<file path="src/design/tlsu_pkg.sv">
package tlsu_pkg;

  localparam int unsigned QDepth = 9;
  localparam int unsigned QIdxW = 4;

  // input op codes
  localparam logic [1:0] OpPreload = 2'd0;
  localparam logic [1:0] OpExec    = 2'd1;
  localparam logic [1:0] OpRdata   = 2'd2;

  // result kinds
  localparam logic [1:0] KindRead  = 2'd0;
  localparam logic [1:0] KindWrite = 2'd1;
  localparam logic [1:0] KindReg   = 2'd2;
  localparam logic [1:0] KindNone  = 2'd3;

  // access sizes
  localparam logic [1:0] SzByte = 2'd0;
  localparam logic [1:0] SzHalf = 2'd1;
  localparam logic [1:0] SzWord = 2'd2;

  // extension codes
  localparam logic [2:0] ExtWord  = 3'd0;
  localparam logic [2:0] ExtByte  = 3'd1;
  localparam logic [2:0] ExtHalf  = 3'd2;
  localparam logic [2:0] ExtSByte = 3'd3;
  localparam logic [2:0] ExtSHalf = 3'd4;
  localparam logic [2:0] ExtPc    = 3'd5;

  typedef enum logic [1:0] {
    StIdle,
    StRun,
    StOut
  } state_e;

  // controller to datapath
  typedef struct packed {
    logic load;   // capture accepted beat, decode
    logic step;   // produce next result into output register
  } cmd_t;

  // datapath to controller
  typedef struct packed {
    logic done;   // output register holds the final result
  } sts_t;

endpackage

</file>
<file path="src/design/tlsu_ctrl.sv">
module tlsu_ctrl (
  input  logic          clk_i,
  input  logic          rst_ni,
  input  logic          in_fire_i,
  input  logic          out_fire_i,
  input  tlsu_pkg::sts_t sts_i,
  output tlsu_pkg::cmd_t cmd_o,
  output logic          in_ready_o,
  output logic          out_valid_o
);

  tlsu_pkg::state_e state_q, state_d;

  // next state
  always_comb begin
    state_d = state_q;
    unique case (state_q)
      tlsu_pkg::StIdle: if (in_fire_i) state_d = tlsu_pkg::StRun;
      tlsu_pkg::StRun:  state_d = tlsu_pkg::StOut;
      tlsu_pkg::StOut: begin
        if (out_fire_i) state_d = sts_i.done ? tlsu_pkg::StIdle : tlsu_pkg::StRun;
      end
      default: state_d = tlsu_pkg::StIdle;
    endcase
  end

  // outputs
  always_comb begin
    cmd_o.load  = 1'b0;
    cmd_o.step  = 1'b0;
    in_ready_o  = 1'b0;
    out_valid_o = 1'b0;
    unique case (state_q)
      tlsu_pkg::StIdle: begin
        in_ready_o = 1'b1;
        cmd_o.load = in_fire_i;
      end
      tlsu_pkg::StRun: cmd_o.step = 1'b1;
      tlsu_pkg::StOut: out_valid_o = 1'b1;
      default: ;
    endcase
  end

  always_ff @(posedge clk_i or negedge rst_ni) begin
    if (!rst_ni) state_q <= tlsu_pkg::StIdle;
    else state_q <= state_d;
  end

endmodule

</file>
<file path="src/design/tlsu_dp.sv">
module tlsu_dp (
  input  logic           clk_i,
  input  logic           rst_ni,
  input  tlsu_pkg::cmd_t cmd_i,
  output tlsu_pkg::sts_t sts_o,
  input  logic [1:0]     op_i,
  input  logic [15:0]    ins_i,
  input  logic [3:0]     ridx_i,
  input  logic [31:0]    data_i,
  output logic [1:0]     kind_o,
  output logic [31:0]    addr_o,
  output logic [1:0]     size_o,
  output logic [31:0]    wdata_o,
  output logic [3:0]     rnum_o,
  output logic [31:0]    rval_o,
  output logic           last_o
);

  localparam logic [3:0] RegSp = 4'd13;
  localparam logic [3:0] RegLr = 4'd14;
  localparam logic [3:0] RegPc = 4'd15;

  logic [31:0] rf_q [16];
  logic [6:0]  pq_q [tlsu_pkg::QDepth];
  logic [tlsu_pkg::QIdxW-1:0] cnt_q, head_q;

  // captured beat and multi-transfer state
  logic [1:0]  op_q;
  logic [15:0] ins_q;
  logic [31:0] data_q;
  logic [8:0]  list_q;     // remaining transfers (bit 8 = PC/LR)
  logic [31:0] a_q;        // running address
  logic        base_in_q;
  logic        fin_q;      // only final writeback remains
  logic        done_q;

  logic [31:0] rf_wd;
  logic [3:0]  rf_wa;
  logic        rf_we;
  logic        q_push, q_pop;
  logic [6:0]  q_ent;

  // decode fields
  logic [2:0] rd, rb, ro, rd8;
  logic [4:0] off5;
  logic [7:0] w8;
  logic       lbit;
  assign rd   = ins_q[2:0];
  assign rb   = ins_q[5:3];
  assign ro   = ins_q[8:6];
  assign off5 = ins_q[10:6];
  assign w8   = ins_q[7:0];
  assign rd8  = ins_q[10:8];
  assign lbit = ins_q[11];

  logic [31:0] pcb;
  assign pcb = (rf_q[RegPc] + 32'd2) & ~32'h3;

  logic is_pushpop, is_ldm;
  assign is_pushpop = (ins_q & 16'hF600) == 16'hB400;
  assign is_ldm     = ins_q[15:12] == 4'hC;

  // lowest pending transfer in list
  logic [3:0] lo;
  always_comb begin
    lo = 4'd8;
    for (int i = 7; i >= 0; i--) if (list_q[i]) lo = 4'(i);
  end

  logic [3:0] npop;
  always_comb begin
    npop = {3'd0, ins_q[8]};
    for (int i = 0; i < 8; i++) npop = npop + {3'd0, w8[i]};
  end

  // pending queue read
  logic [6:0] qh;
  logic [31:0] ext;
  assign qh = pq_q[head_q];
  always_comb begin
    unique case (qh[6:4])
      tlsu_pkg::ExtByte:  ext = {24'd0, data_q[7:0]};
      tlsu_pkg::ExtHalf:  ext = {16'd0, data_q[15:0]};
      tlsu_pkg::ExtSByte: ext = {{24{data_q[7]}}, data_q[7:0]};
      tlsu_pkg::ExtSHalf: ext = {{16{data_q[15]}}, data_q[15:0]};
      tlsu_pkg::ExtPc:    ext = data_q & ~32'h1;
      default:            ext = data_q;
    endcase
  end

  // one result per step
  logic [1:0]  k;
  logic [31:0] ad, wd, rv;
  logic [1:0]  sz;
  logic [3:0]  rn;
  logic        lst;
  logic [8:0]  list_d;
  logic [31:0] a_d;
  logic        base_d, fin_d;

  always_comb begin
    k = tlsu_pkg::KindNone; ad = '0; sz = '0; wd = '0; rn = '0; rv = '0; lst = 1'b1;
    rf_we = 1'b0; rf_wa = '0; rf_wd = '0; q_push = 1'b0; q_ent = '0; q_pop = 1'b0;
    list_d = list_q; a_d = a_q; base_d = base_in_q; fin_d = fin_q;
    if (op_q == tlsu_pkg::OpRdata) begin
      if (cnt_q != '0) begin
        k = tlsu_pkg::KindReg; rn = qh[3:0]; rv = ext; q_pop = 1'b1;
      end
    end else if (op_q == tlsu_pkg::OpExec) begin
      priority if (ins_q[15:11] == 5'h09) begin
        k = tlsu_pkg::KindRead; ad = pcb + {22'd0, w8, 2'b0}; sz = tlsu_pkg::SzWord;
        q_push = 1'b1; q_ent = {tlsu_pkg::ExtWord, 1'b0, rd8};
      end else if (ins_q[15:12] == 4'h5 && !ins_q[9]) begin
        ad = rf_q[{1'b0, rb}] + rf_q[{1'b0, ro}];
        sz = ins_q[10] ? tlsu_pkg::SzByte : tlsu_pkg::SzWord;
        if (lbit) begin
          k = tlsu_pkg::KindRead; q_push = 1'b1;
          q_ent = {ins_q[10] ? tlsu_pkg::ExtByte : tlsu_pkg::ExtWord, 1'b0, rd};
        end else begin
          k = tlsu_pkg::KindWrite; wd = rf_q[{1'b0, rd}];
        end
      end else if (ins_q[15:12] == 4'h5) begin
        ad = rf_q[{1'b0, rb}] + rf_q[{1'b0, ro}];
        unique case ({ins_q[10], lbit})
          2'b00: begin k = tlsu_pkg::KindWrite; sz = tlsu_pkg::SzHalf; wd = rf_q[{1'b0, rd}]; end
          2'b01: begin k = tlsu_pkg::KindRead; sz = tlsu_pkg::SzHalf;
                   q_ent = {tlsu_pkg::ExtHalf, 1'b0, rd}; end
          2'b10: begin k = tlsu_pkg::KindRead; sz = tlsu_pkg::SzByte;
                   q_ent = {tlsu_pkg::ExtSByte, 1'b0, rd}; end
          default: begin k = tlsu_pkg::KindRead; sz = tlsu_pkg::SzHalf;
                   q_ent = {tlsu_pkg::ExtSHalf, 1'b0, rd}; end
        endcase
        q_push = (k == tlsu_pkg::KindRead);
      end else if (ins_q[15:13] == 3'h3) begin
        ad = rf_q[{1'b0, rb}] + (ins_q[12] ? {27'd0, off5} : {25'd0, off5, 2'b0});
        sz = ins_q[12] ? tlsu_pkg::SzByte : tlsu_pkg::SzWord;
        if (lbit) begin
          k = tlsu_pkg::KindRead; q_push = 1'b1;
          q_ent = {ins_q[12] ? tlsu_pkg::ExtByte : tlsu_pkg::ExtWord, 1'b0, rd};
        end else begin
          k = tlsu_pkg::KindWrite; wd = rf_q[{1'b0, rd}];
        end
      end else if (ins_q[15:12] == 4'h8) begin
        ad = rf_q[{1'b0, rb}] + {26'd0, off5, 1'b0}; sz = tlsu_pkg::SzHalf;
        if (lbit) begin
          k = tlsu_pkg::KindRead; q_push = 1'b1; q_ent = {tlsu_pkg::ExtHalf, 1'b0, rd};
        end else begin
          k = tlsu_pkg::KindWrite; wd = rf_q[{1'b0, rd}];
        end
      end else if (ins_q[15:12] == 4'h9) begin
        ad = rf_q[RegSp] + {22'd0, w8, 2'b0}; sz = tlsu_pkg::SzWord;
        if (lbit) begin
          k = tlsu_pkg::KindRead; q_push = 1'b1; q_ent = {tlsu_pkg::ExtWord, 1'b0, rd8};
        end else begin
          k = tlsu_pkg::KindWrite; wd = rf_q[{1'b0, rd8}];
        end
      end else if (ins_q[15:12] == 4'hA) begin
        k = tlsu_pkg::KindReg; rn = {1'b0, rd8};
        rv = (lbit ? rf_q[RegSp] : pcb) + {22'd0, w8, 2'b0};
      end else if (ins_q[15:8] == 8'hB0) begin
        k = tlsu_pkg::KindReg; rn = RegSp;
        rv = ins_q[7] ? rf_q[RegSp] - {23'd0, ins_q[6:0], 2'b0}
                      : rf_q[RegSp] + {23'd0, ins_q[6:0], 2'b0};
      end else if (is_pushpop || is_ldm) begin
        lst = 1'b0;
        if (fin_q) begin
          k = tlsu_pkg::KindReg; lst = 1'b1;
          rn = is_ldm ? {1'b0, rd8} : RegSp; rv = a_q;
        end else begin
          ad = a_q; sz = tlsu_pkg::SzWord; a_d = a_q + 32'd4;
          if (lo[3]) list_d = 9'd0;
          else list_d[lo[2:0]] = 1'b0;
          if (lbit) begin
            k = tlsu_pkg::KindRead; q_push = 1'b1;
            q_ent = lo[3] ? {tlsu_pkg::ExtPc, RegPc} : {tlsu_pkg::ExtWord, lo};
            if (is_ldm && lo[2:0] == rd8) base_d = 1'b1;
          end else begin
            k = tlsu_pkg::KindWrite; wd = lo[3] ? rf_q[RegLr] : rf_q[lo];
          end
          if (list_d == 9'd0) begin
            fin_d = 1'b1;
            if (is_ldm && lbit && base_d) lst = 1'b1;
          end
        end
        // push stores final SP, not the running address
        if (fin_q && is_pushpop && !lbit) rv = rf_q[RegSp] - {26'd0, npop, 2'b0};
      end
    end
    if (k == tlsu_pkg::KindReg) begin
      rf_we = 1'b1; rf_wa = rn; rf_wd = rv;
    end
    if (q_push && cnt_q == 4'(tlsu_pkg::QDepth)) q_push = 1'b0;
  end

  logic [3:0] tail;
  always_comb begin
    logic [4:0] s;
    s = {1'b0, head_q} + {1'b0, cnt_q};
    tail = (s >= 5'(tlsu_pkg::QDepth)) ? 4'(s - 5'(tlsu_pkg::QDepth)) : s[3:0];
  end

  // register file, preload and writeback
  always_ff @(posedge clk_i or negedge rst_ni) begin
    if (!rst_ni) begin
      for (int i = 0; i < 16; i++) rf_q[i] <= '0;
    end else if (cmd_i.load && op_i == tlsu_pkg::OpPreload) begin
      rf_q[ridx_i] <= data_i;
    end else if (cmd_i.step && rf_we) begin
      rf_q[rf_wa] <= rf_wd;
    end
  end

  always_ff @(posedge clk_i) begin
    if (cmd_i.step && q_push) pq_q[tail] <= q_ent;
  end

  always_ff @(posedge clk_i or negedge rst_ni) begin
    if (!rst_ni) begin
      cnt_q <= '0; head_q <= '0; done_q <= 1'b0;
    end else if (cmd_i.step) begin
      done_q <= lst;
      if (q_push) cnt_q <= cnt_q + 4'd1;
      if (q_pop) begin
        cnt_q <= cnt_q - 4'd1;
        head_q <= (head_q == 4'(tlsu_pkg::QDepth - 1)) ? '0 : head_q + 4'd1;
      end
    end
  end

  // beat capture and transfer sequencing
  always_ff @(posedge clk_i) begin
    if (cmd_i.load) begin
      op_q <= op_i; ins_q <= ins_i; data_q <= data_i; base_in_q <= 1'b0;
      list_q <= {ins_i[15:12] == 4'hB && ins_i[8], ins_i[7:0]};
      fin_q <= ({ins_i[15:12] == 4'hB && ins_i[8], ins_i[7:0]} == 9'd0);
      if ((ins_i & 16'hF600) == 16'hB400 && !ins_i[11]) begin
        a_q <= rf_q[RegSp] - {26'd0, 4'(ins_i[8] + $countones(ins_i[7:0])), 2'b0};
      end else begin
        a_q <= rf_q[ins_i[15:12] == 4'hC ? {1'b0, ins_i[10:8]} : RegSp];
      end
    end else if (cmd_i.step) begin
      list_q <= list_d; a_q <= a_d; base_in_q <= base_d; fin_q <= fin_d;
      kind_o <= k; addr_o <= ad; size_o <= sz; rnum_o <= rn; rval_o <= rv; last_o <= lst;
      unique case (sz)
        tlsu_pkg::SzByte: wdata_o <= {24'd0, wd[7:0]};
        tlsu_pkg::SzHalf: wdata_o <= {16'd0, wd[15:0]};
        default:          wdata_o <= wd;
      endcase
    end
  end

  assign sts_o.done = done_q;

endmodule

</file>
<file path="src/design/thumb_load_store_unit_top.sv">
// Thumb load/store unit.
// Slave stream carries one beat per item: preload a register, execute a
// Thumb load/store instruction (formats 6 to 15), or return bus read data.
// Master stream carries the result beats: bus read/write requests and
// register writes in ascending order, tlast on the final beat of an item.
// One item at a time: an item is taken, then each result beat is computed
// and then presented before the receiver may take it. PUSH/POP and
// LDMIA/STMIA give one beat per transfer plus one for the writeback,
// except LDMIA with the base in its list, which writes no base back.
// Read requests queue their destination in a 9-entry pending queue;
// returned-data beats pop it oldest-first.
// Reset clears the register file, pending count and state machine.
// If the receiver stalls, the result beat holds and no new item is taken.
module thumb_load_store_unit_top (
  input  logic        clk_i,
  input  logic        rst_ni,
  input  logic        s_axis_tvalid,
  output logic        s_axis_tready,
  // [1:0] op, [17:2] instruction, [21:18] reg_index, [53:22] data_word
  input  logic [55:0] s_axis_tdata,
  output logic        m_axis_tvalid,
  input  logic        m_axis_tready,
  // [1:0] kind, [33:2] address, [35:34] access_size, [67:36] write_data,
  // [71:68] reg_number, [103:72] reg_value
  output logic [103:0] m_axis_tdata,
  output logic        m_axis_tlast
);

  tlsu_pkg::cmd_t cmd;
  tlsu_pkg::sts_t sts;
  logic in_fire, out_fire;
  logic [1:0]  kind, size;
  logic [31:0] addr, wdata, rval;
  logic [3:0]  rnum;

  assign in_fire  = s_axis_tvalid && s_axis_tready;
  assign out_fire = m_axis_tvalid && m_axis_tready;

  tlsu_ctrl u_ctrl (
    .clk_i, .rst_ni,
    .in_fire_i(in_fire), .out_fire_i(out_fire), .sts_i(sts), .cmd_o(cmd),
    .in_ready_o(s_axis_tready), .out_valid_o(m_axis_tvalid)
  );

  tlsu_dp u_dp (
    .clk_i, .rst_ni, .cmd_i(cmd), .sts_o(sts),
    .op_i(s_axis_tdata[1:0]), .ins_i(s_axis_tdata[17:2]),
    .ridx_i(s_axis_tdata[21:18]), .data_i(s_axis_tdata[53:22]),
    .kind_o(kind), .addr_o(addr), .size_o(size), .wdata_o(wdata),
    .rnum_o(rnum), .rval_o(rval), .last_o(m_axis_tlast)
  );

  assign m_axis_tdata = {rval, rnum, wdata, size, addr, kind};

`ifndef SYNTH
  a_no_overlap: assert property (@(posedge clk_i) disable iff (!rst_ni)
    !(s_axis_tready && m_axis_tvalid)) else $error("in and out active together");
  a_hold: assert property (@(posedge clk_i) disable iff (!rst_ni)
    m_axis_tvalid && !m_axis_tready |=> m_axis_tvalid && $stable(m_axis_tdata))
    else $error("stalled result changed");
  a_ready_after_last: assert property (@(posedge clk_i) disable iff (!rst_ni)
    out_fire && m_axis_tlast |=> s_axis_tready) else $error("not idle after last");
`endif

endmodule

</file>
<file path="config.mk">
export PLATFORM = sky130hd
export DESIGN_NAME = thumb_load_store_unit_top
export DESIGN_NICKNAME = d
export VERILOG_FILES = /design/src/design/tlsu_pkg.sv /design/src/design/tlsu_ctrl.sv /design/src/design/tlsu_dp.sv /design/src/design/thumb_load_store_unit_top.sv
export SDC_FILE = /design/constraint.sdc
export NUM_CORES = 2
export LEC_CHECK = 0
export BUFFER_PORTS_ARGS = -buffer_cell sky130_fd_sc_hd__buf_2
export CORE_MARGIN = 1.5
export CORE_UTILIZATION = 50
export CTS_BUF_LIST = sky130_fd_sc_hd__clkbuf_16
export DETAILED_ROUTE_END_ITERATION = 8
export GPL_ROUTABILITY_DRIVEN = 0
export PLACE_DENSITY = 0.66
export SLEW_MARGIN = 20
export SYNTH_ARGS = -nofsm -noshare
export SYNTH_HDL_FRONTEND = slang
export SYNTH_SLANG_ARGS = --single-unit
</file>
<file path="constraint.sdc">
create_clock -name clk_i -period 12.5 [get_ports clk_i]
set_input_delay 2.5 -clock clk_i [delete_from_list [all_inputs] [get_ports clk_i]]
set_output_delay 2.5 -clock clk_i [all_outputs]
set_load 0.03 [all_outputs]
</file>
# == Word level (Yosys, flattened, before mapping) ==
# Memories as Yosys holds them, arrays and structs flattened.
# Cells that the tools add are included.
# Widths: inputs -> output; s select.
# totals
register_bits,721
mem_bits_rw,63
mem_count,1
output_inout_bits,107
latchBits,0
elab_cells,456
romBits,0
# op_classes
n_reduce_logical,42
addsub,33
n_lt_le_gt_ge,13
bitwise_logic,22
shift,0
n_eq_ne,40
div_mod_pow,0
multipliers,0
muxes,271
# mem_list
name,depth,word_bits,rd,rd_clocked_by_memory_dff,wr,line_no,text
u_dp.pq_q,9,7,1,0,1,tlsu_dp.sv:24,logic [6:0] pq_q [tlsu_pkg::QDepth];
# op_table
cell,n
$mux 32,73
$bwmux 512,2
$mux 512,2
$bmux 32 s4,6
$demux 32 s4,2
$mux 9,27
$pmux 32 s5,1
$mux 7,17
$mux 4,28
$add 32x10->32,3
$mux 1,74
$mux 2,33
$add 32x32->32,2
$pmux 32 s2,1
$sub 32x6->32,2
$ge 5x5->1 const B,8
$add 32x2->32 const B,1
$add 32x3->32 const B,1
$add 32x6->32,1
$add 32x9->32,1
$eq 4x4->1 const B,8
$sub 32x9->32,1
$add 4x1->4,7
$reduce_and 13->1,2
43 further kinds,118

# == Depth between registers and ports, before layout ==
# logic_depth
depth_word,43
mapped_depth,29

# == Cells and area by module ==
# Synthesis repeated with hierarchy kept, for this count alone.
# unflattened
cells_unflattened,5693
area_unflattened_um2,52410.3
# by_module_without_submodules
mod,area_per_inst_um2,cells_per_inst,seq_area_each_um2,instances
tlsu_dp,52285.1,5680,16836.1,1
tlsu_ctrl,112.6,11,50.0,1
thumb_load_store_unit_top,12.5,2,0.0,1

# == Worst setup path before layout ==
# Ideal clock, no wire load.
# synth_timing
kind,input -> register
startpoint,input port s_axis_tdata[8]
endpoint,register u_dp.a_q[17] (data pin)
path_buffers,0
slack_ns,5.677
arrival_ns,6.553
setup_ns,0.270
required_ns,12.230
cell_stages,19
cell_sequence,inv_1 > ha_1 > inv_1 > fa_1 > inv_1 > fa_1 > ha_1 > fa_1 > inv_1 > ha_1 > o21a_1 > o21ai_0 > nand4b_1 > or4_1 > or3_1 > xor2_1 > a21oi_1 > nor2_1 > a21oi_1
# synth_between
elab_chain_cells,7
# synth_rtl
item,line_no,text
"start, declared",thumb_load_store_unit_top.sv:20,"input logic [55:0] s_axis_tdata,"
$add 1x1->2 (implied by the code),tlsu_dp.sv:237,"a_q <= rf_q[RegSp] - {26'd0, 4'(ins_i[8] + $countones(ins_i[7:0])), 2'b0};"
$add 4x4->4 (implied by the code) (2 in series),tlsu_dp.sv:237,
$add 1x4->4,tlsu_dp.sv:237,
$sub 32x6->32,tlsu_dp.sv:237,
$mux 32,tlsu_dp.sv:236,if ((ins_i & 16'hF600) == 16'hB400 && !ins_i[11]) begin
$mux 32,tlsu_dp.sv:232,if (cmd_i.load) begin
"end signal, assigned",tlsu_dp.sv:237,
"end signal, assigned",tlsu_dp.sv:239,"a_q <= rf_q[ins_i[15:12] == 4'hC ? {1'b0, ins_i[10:8]} : RegSp];"
"end, declared",tlsu_dp.sv:32,logic [31:0] a_q;
# No other way between the ends.
# A chain may end at the register's enable or synchronous reset.

# == Worst setup path in the final report ==
# layout_timing
startpoint,register u_dp.ins_q[1]
endpoint,register u_dp.rval_o[8] (data pin)
# layout_between
elab_chain_cells,20
elab_cells_between_ends,24
classes_between,11 x add/sub; 13 x mux
# layout_rtl
item,line_no,text
"start, declared",tlsu_dp.sv:29,logic [15:0] ins_q;
"start signal, assigned",tlsu_dp.sv:233,op_q <= op_i; ins_q <= ins_i; data_q <= data_i; base_in_q <= 1'b0;
$add 4x1->4 (7 in series),tlsu_dp.sv:73,"for (int i = 0; i < 8; i++) npop = npop + {3'd0, w8[i]};"
$sub 32x6->32,tlsu_dp.sv:186,"if (fin_q && is_pushpop && !lbit) rv = rf_q[RegSp] - {26'd0, npop, 2'b0};"
$mux 32,tlsu_dp.sv:186,
$mux 32,tlsu_dp.sv:164,end else if (is_pushpop || is_ldm) begin
$mux 32,tlsu_dp.sv:160,end else if (ins_q[15:8] == 8'hB0) begin
$mux 32 *,tlsu_dp.sv:157,end else if (ins_q[15:12] == 4'hA) begin
$mux 32 *,tlsu_dp.sv:150,end else if (ins_q[15:12] == 4'h9) begin
$mux 32 *,tlsu_dp.sv:143,end else if (ins_q[15:12] == 4'h8) begin
$mux 32 *,tlsu_dp.sv:134,end else if (ins_q[15:13] == 3'h3) begin
$mux 32 *,tlsu_dp.sv:122,end else if (ins_q[15:12] == 4'h5) begin
$mux 32 *,tlsu_dp.sv:113,end else if (ins_q[15:12] == 4'h5 && !ins_q[9]) begin
$mux 32 *,tlsu_dp.sv:110,priority if (ins_q[15:11] == 5'h09) begin
$mux 32 *,tlsu_dp.sv:109,end else if (op_q == tlsu_pkg::OpExec) begin
$mux 32 *,tlsu_dp.sv:105,if (op_q == tlsu_pkg::OpRdata) begin
named net u_dp.rv[8],tlsu_dp.sv:93,"logic [31:0] ad, wd, rv;"
"end signal, assigned",tlsu_dp.sv:243,kind_o <= k; addr_o <= ad; size_o <= sz; rnum_o <= rn; rval_o <= rv; last_o <= lst;
"end, declared",tlsu_dp.sv:15,"output logic [31:0] rval_o,"
# Mark *: on every way through the listed nets, which the timed path passes. The rest lies on a longest branch.

==> metrics.md <==
| Metric | Value |
|---|---|
| Synth Area per Inst | `9.924 µm²` |
| Biggest area consumer among synthesized cells | `sky130_fd_sc_hd__dfrtp_1` |
| Relative max-transition margin | `0.1361` |
| Leakage power | `21.47 nW` |
| Total number of vias | `49270` |
| Post-synth top flop | `sky130_fd_sc_hd__dfrtp_1` |
| Number of iterations in the first detailed-routing pass | `9` |
| Area of the core | `100600 µm²` |
| Total Power Consumption | `10.41 mW` |
| Launch point of the worst reg-to-reg path | `u_dp.ins_q[1]$_DFFE_PP_` |
| P_int | `5.781 mW` |
| Max_cap viols | `0` |
| Setup CP Type | `flip-flop to flip-flop` |
| Category of the worst setup path launch point | `flip-flop` |
| Insertion delay to the later sink of the worst-skew pair | `700 ps` |
| Pin slew with the least headroom to its limit | `1291 ps` |
| Ys Warns | `0` |
| Fraction of synthesized cell area taken by the top area cell type | `0.1779` |
| Delay of the slowest cell on the worst path | `1000 ps` |
| First-pass GRT wire length | `320.5 mm` |
| Violation count after the first detailed-route iteration | `8850` |
| Worst Hold Launch | `u_dp.base_in_q$_SDFFE_PP0P_` |
| Final Instance Area | `55570 µm²` |
| Fraction of layout instances using a drive strength above 1 | `0.1925` |
| Gate count of the mapped netlist | `5132` |
| Via count of the first global-routing pass | `46630` |
| Net load switching power | `4.632 mW` |
| Initial antenna violation count | `22` |
| Fraction of registers with async set/reset | `0.5811` |
| Crit path DAT | `7880 ps` |
| Commonest non-fill, non-tap cells in the layout | `sky130_fd_sc_hd__o21ai_0 (427), sky130_fd_sc_hd__nor2_1 (393), sky130_fd_sc_hd__mux4_2 (362), sky130_fd_sc_hd__dfrtp_1 (362), sky130_fd_sc_hd__nand2_1 (301)` |
| Most frequent standard cell in the layout excluding fill and tap cells | `sky130_fd_sc_hd__o21ai_0` |
| Clock tree from TritonCTS | `yes` |
| Number of buffer cells added on primary ports | `164` |
| Detailed placer's ending HPWL | `152.4 mm` |
| Final setup violation count | `0` |
| Final Worst Setup Slack | `4930 ps` |
| Peak ir drop on the vdd network | `0.0001311 V` |
| Comb power frac | `0.464` |
| Relative contribution of the clock network to total power | `0.220` |
| Core Rows | `116` |
| Placed cell area | `52960 µm²` |
| Worst path cell trace | `buf_4, inv_1, fa_1, fa_1, fa_1, inv_1, ha_1, fa_1, fa_1, nand2b_1, a21oi_1, nor2_1, xor2_1, a211oi_1, o32ai_1, nor2_1, inv_1` |
| Fmax | `132.1 MHz` |
| Clock buffers created by TritonCTS | `75` |
| Routed WL | `225.1 mm` |
| Quantity of gates resized following cts | `0` |
| Routed vias/inst | `7.625` |
| Vert. Die Dim | `322.2 µm` |
| Number of setup buffers added after CTS | `0` |
| Number of primary I/O pins | `167` |
| P per Cell Area | `187.4 nW/µm²` |
| Setup repair after global routing missed its margin | `no` |
| Die outline area | `103800 µm²` |
| Worst path most repeated cell | `sky130_fd_sc_hd__fa_1` |
| Flop pwr share | `0.316` |
| Worst-case clock buffer depth | `3` |
| Number of cells in the finished layout apart from fillers | `6461` |
| Critical path fanouts, max | `45` |
| Initial core utilization | `0.5063` |
| Setup TNS | `0 ps` |
| Width of the chip | `322.2 µm` |
| Detail Route Antenna Nets | `0` |
| # H-tree levels | `3` |
| Total nets after synthesis | `5352` |
| Register area share after synthesis | `0.3316` |
| Residual DRC | `0` |
| Number of buffers added to fix hold violations after cts | `0` |
| Slowest-stage cell, CP | `sky130_fd_sc_hd__nor2_1` |
| Worst clock skew | `49.54 ps` |
| Number of enable flip-flop cells after synthesis | `260` |
| Final Max Tran Viols | `0` |
| Post-CTS clock slew at the launch and capture registers of the worst setup and hold paths | `60 ps` |
| Synth top area cells | `sky130_fd_sc_hd__dfrtp_1 (18%), sky130_fd_sc_hd__mux4_2 (16%), sky130_fd_sc_hd__edfxtp_1 (15%), sky130_fd_sc_hd__o21ai_0 (4.2%), sky130_fd_sc_hd__a22oi_1 (3.6%)` |
| Launching instance or port of the critical path | `u_dp.ins_q[1]$_DFFE_PP_` |
| Maximum number of pins on one net before global-route repair | `161` |
| CP required | `12810 ps` |
| Post-layout net count | `5252` |
| Number of clock sinks seen by CTS | `623` |
| Critical Path Sink Type | `flip-flop` |
| CTS root buf | `sky130_fd_sc_hd__clkbuf_16` |
| Post-route minimum period | `7570 ps` |
| Status | `completed` |
| Routed WL per cell | `34.84 µm` |
| Dpl ws | `5094 ps` |
| GRT overflow | `0` |
| Switching share of power | `0.4448` |
| Final hold slack | `467.5 ps` |
| Post-layout utilization of the core | `0.5525` |
| Total count of hold-check failures in the final report | `0` |
| Area overhead of the layout relative to synthesis | `9.112%` |
| Number of different library cells in the post-synthesis netlist | `106` |
| Share of the cycle needed by the critical path after routing | `0.6056` |
| Flop and latch count out of synthesis | `623` |
| Global Route Usage Sum | `0.4272` |
| Total placed cells including tap cells | `6312` |
| Worst hold-check path type | `flip-flop to flip-flop` |
| Post-synthesis instance area | `50930 µm²` |
state kept, by name, summed over array words and instances (netlist names):
name            count
u_dp.rf_q         351
u_dp.pq_q          63
u_dp.a_q           32
u_dp.addr_o        32
u_dp.data_q        32
u_dp.rval_o        32
u_dp.wdata_o       32
u_dp.ins_q         16
u_dp.list_q         9
u_dp.cnt_q          4
u_dp.head_q         4
u_dp.rnum_o         4
u_ctrl.state_q      2
u_dp.kind_o         2
u_dp.op_q           2
u_dp.size_o         2
u_dp.base_in_q      1
u_dp.fin_q          1
u_dp.last_o         1
u_dp.sts_o          1
synthesized netlist by cell type, types with 103 or more instances:
| master | number |
|---|---|
| sky130_fd_sc_hd__dfrtp_1 | 362 |
| sky130_fd_sc_hd__clkbuf_1 | 373 |
| sky130_fd_sc_hd__mux4_2 | 362 |
| sky130_fd_sc_hd__nor2_1 | 414 |
| sky130_fd_sc_hd__a22oi_1 | 243 |
| sky130_fd_sc_hd__nand2_1 | 303 |
| sky130_fd_sc_hd__o22ai_1 | 143 |
| sky130_fd_sc_hd__o21ai_0 | 427 |
| sky130_fd_sc_hd__edfxtp_1 | 260 |
| sky130_fd_sc_hd__mux2i_1 | 118 |
| sky130_fd_sc_hd__xnor2_1 | 159 |
| sky130_fd_sc_hd__inv_1 | 143 |
| sky130_fd_sc_hd__ha_1 | 139 |
| sky130_fd_sc_hd__nand3_1 | 103 |
| sky130_fd_sc_hd__a21oi_1 | 255 |
critical path, delay by kind of cell (launching register included):
family	cells	cell delay [ps]
fa+ha+maj	6	2810
buf+inv	4	1460
simple gates	3	1410
compound gates	3	970
flops	1	340
xor+xnor	1	200
power by group through the flow:
stage / logic, mW / registers [mW] / clock network (mW)
after floorplan: 3.20 / 3.13 / 0
after global placement: 4.53 / 3.25 / 0
after detailed placement: 4.61 / 3.27 / 0
after CTS: 4.64 / 3.23 / 2.30
after global routing: 5.07 / 3.32 / 2.37
final: 4.83 / 3.29 / 2.29
area by class of cell:
type                            instances  area [µm²]
Fill cell                            8823       45010
Multi-Input combinational cell       3860       31810
Sequential cell                       623       16890
Timing Repair Buffer                  321        2037
Clock buffer                           79        1977
Tap cell                             1357        1698
Inverter                              151       574.3
Clock inverter                         61       561.8
Antenna cell                            9       22.52
cell families (layout without fill, tap and decap cells):
family,count (synthesis),in the layout,synth area share
buffers and inverters,649,612,0.04999
other,0,9,0
multiplexers,540,540,0.1965
AND/OR/NAND/NOR,1275,1275,0.1221
AO/OA/AOI/OAI,1625,1625,0.2127
adder cells (fa/ha/maj),162,162,0.04280
XOR/XNOR,258,258,0.04437
flip-flops,623,623,0.3316
layer usage:
layer,share of wire,track usage,vias up
met1,0.34,0.5164,23740
met3,0.18,0.2127,1205
met5,0.00080,0,-
li1,-,-,19740
met4,0.079,0.2715,26
met2,0.41,0.6031,4561
path summary, 6_finish.rpt:
check / endpoint / slack [ps] / cells past startpoint
worst max-delay path: u_dp.rval_o[8]$_DFFE_PP_ / 4930 / 17
worst min-delay path: u_dp.base_in_q$_SDFFE_PP0P_ / 470 / 2
worst max register to register: u_dp.rval_o[8]$_DFFE_PP_ / 4930 / 17
worst min register to register: u_dp.base_in_q$_SDFFE_PP0P_ / 470 / 2
max in group asynchronous: u_dp.rf_q[352]$_DFFE_PN0P_ / 8410 / 3
min in group asynchronous: u_dp.rf_q[90]$_DFFE_PN0P_ / 1800 / 1
Power figures use the tool's default switching activity.
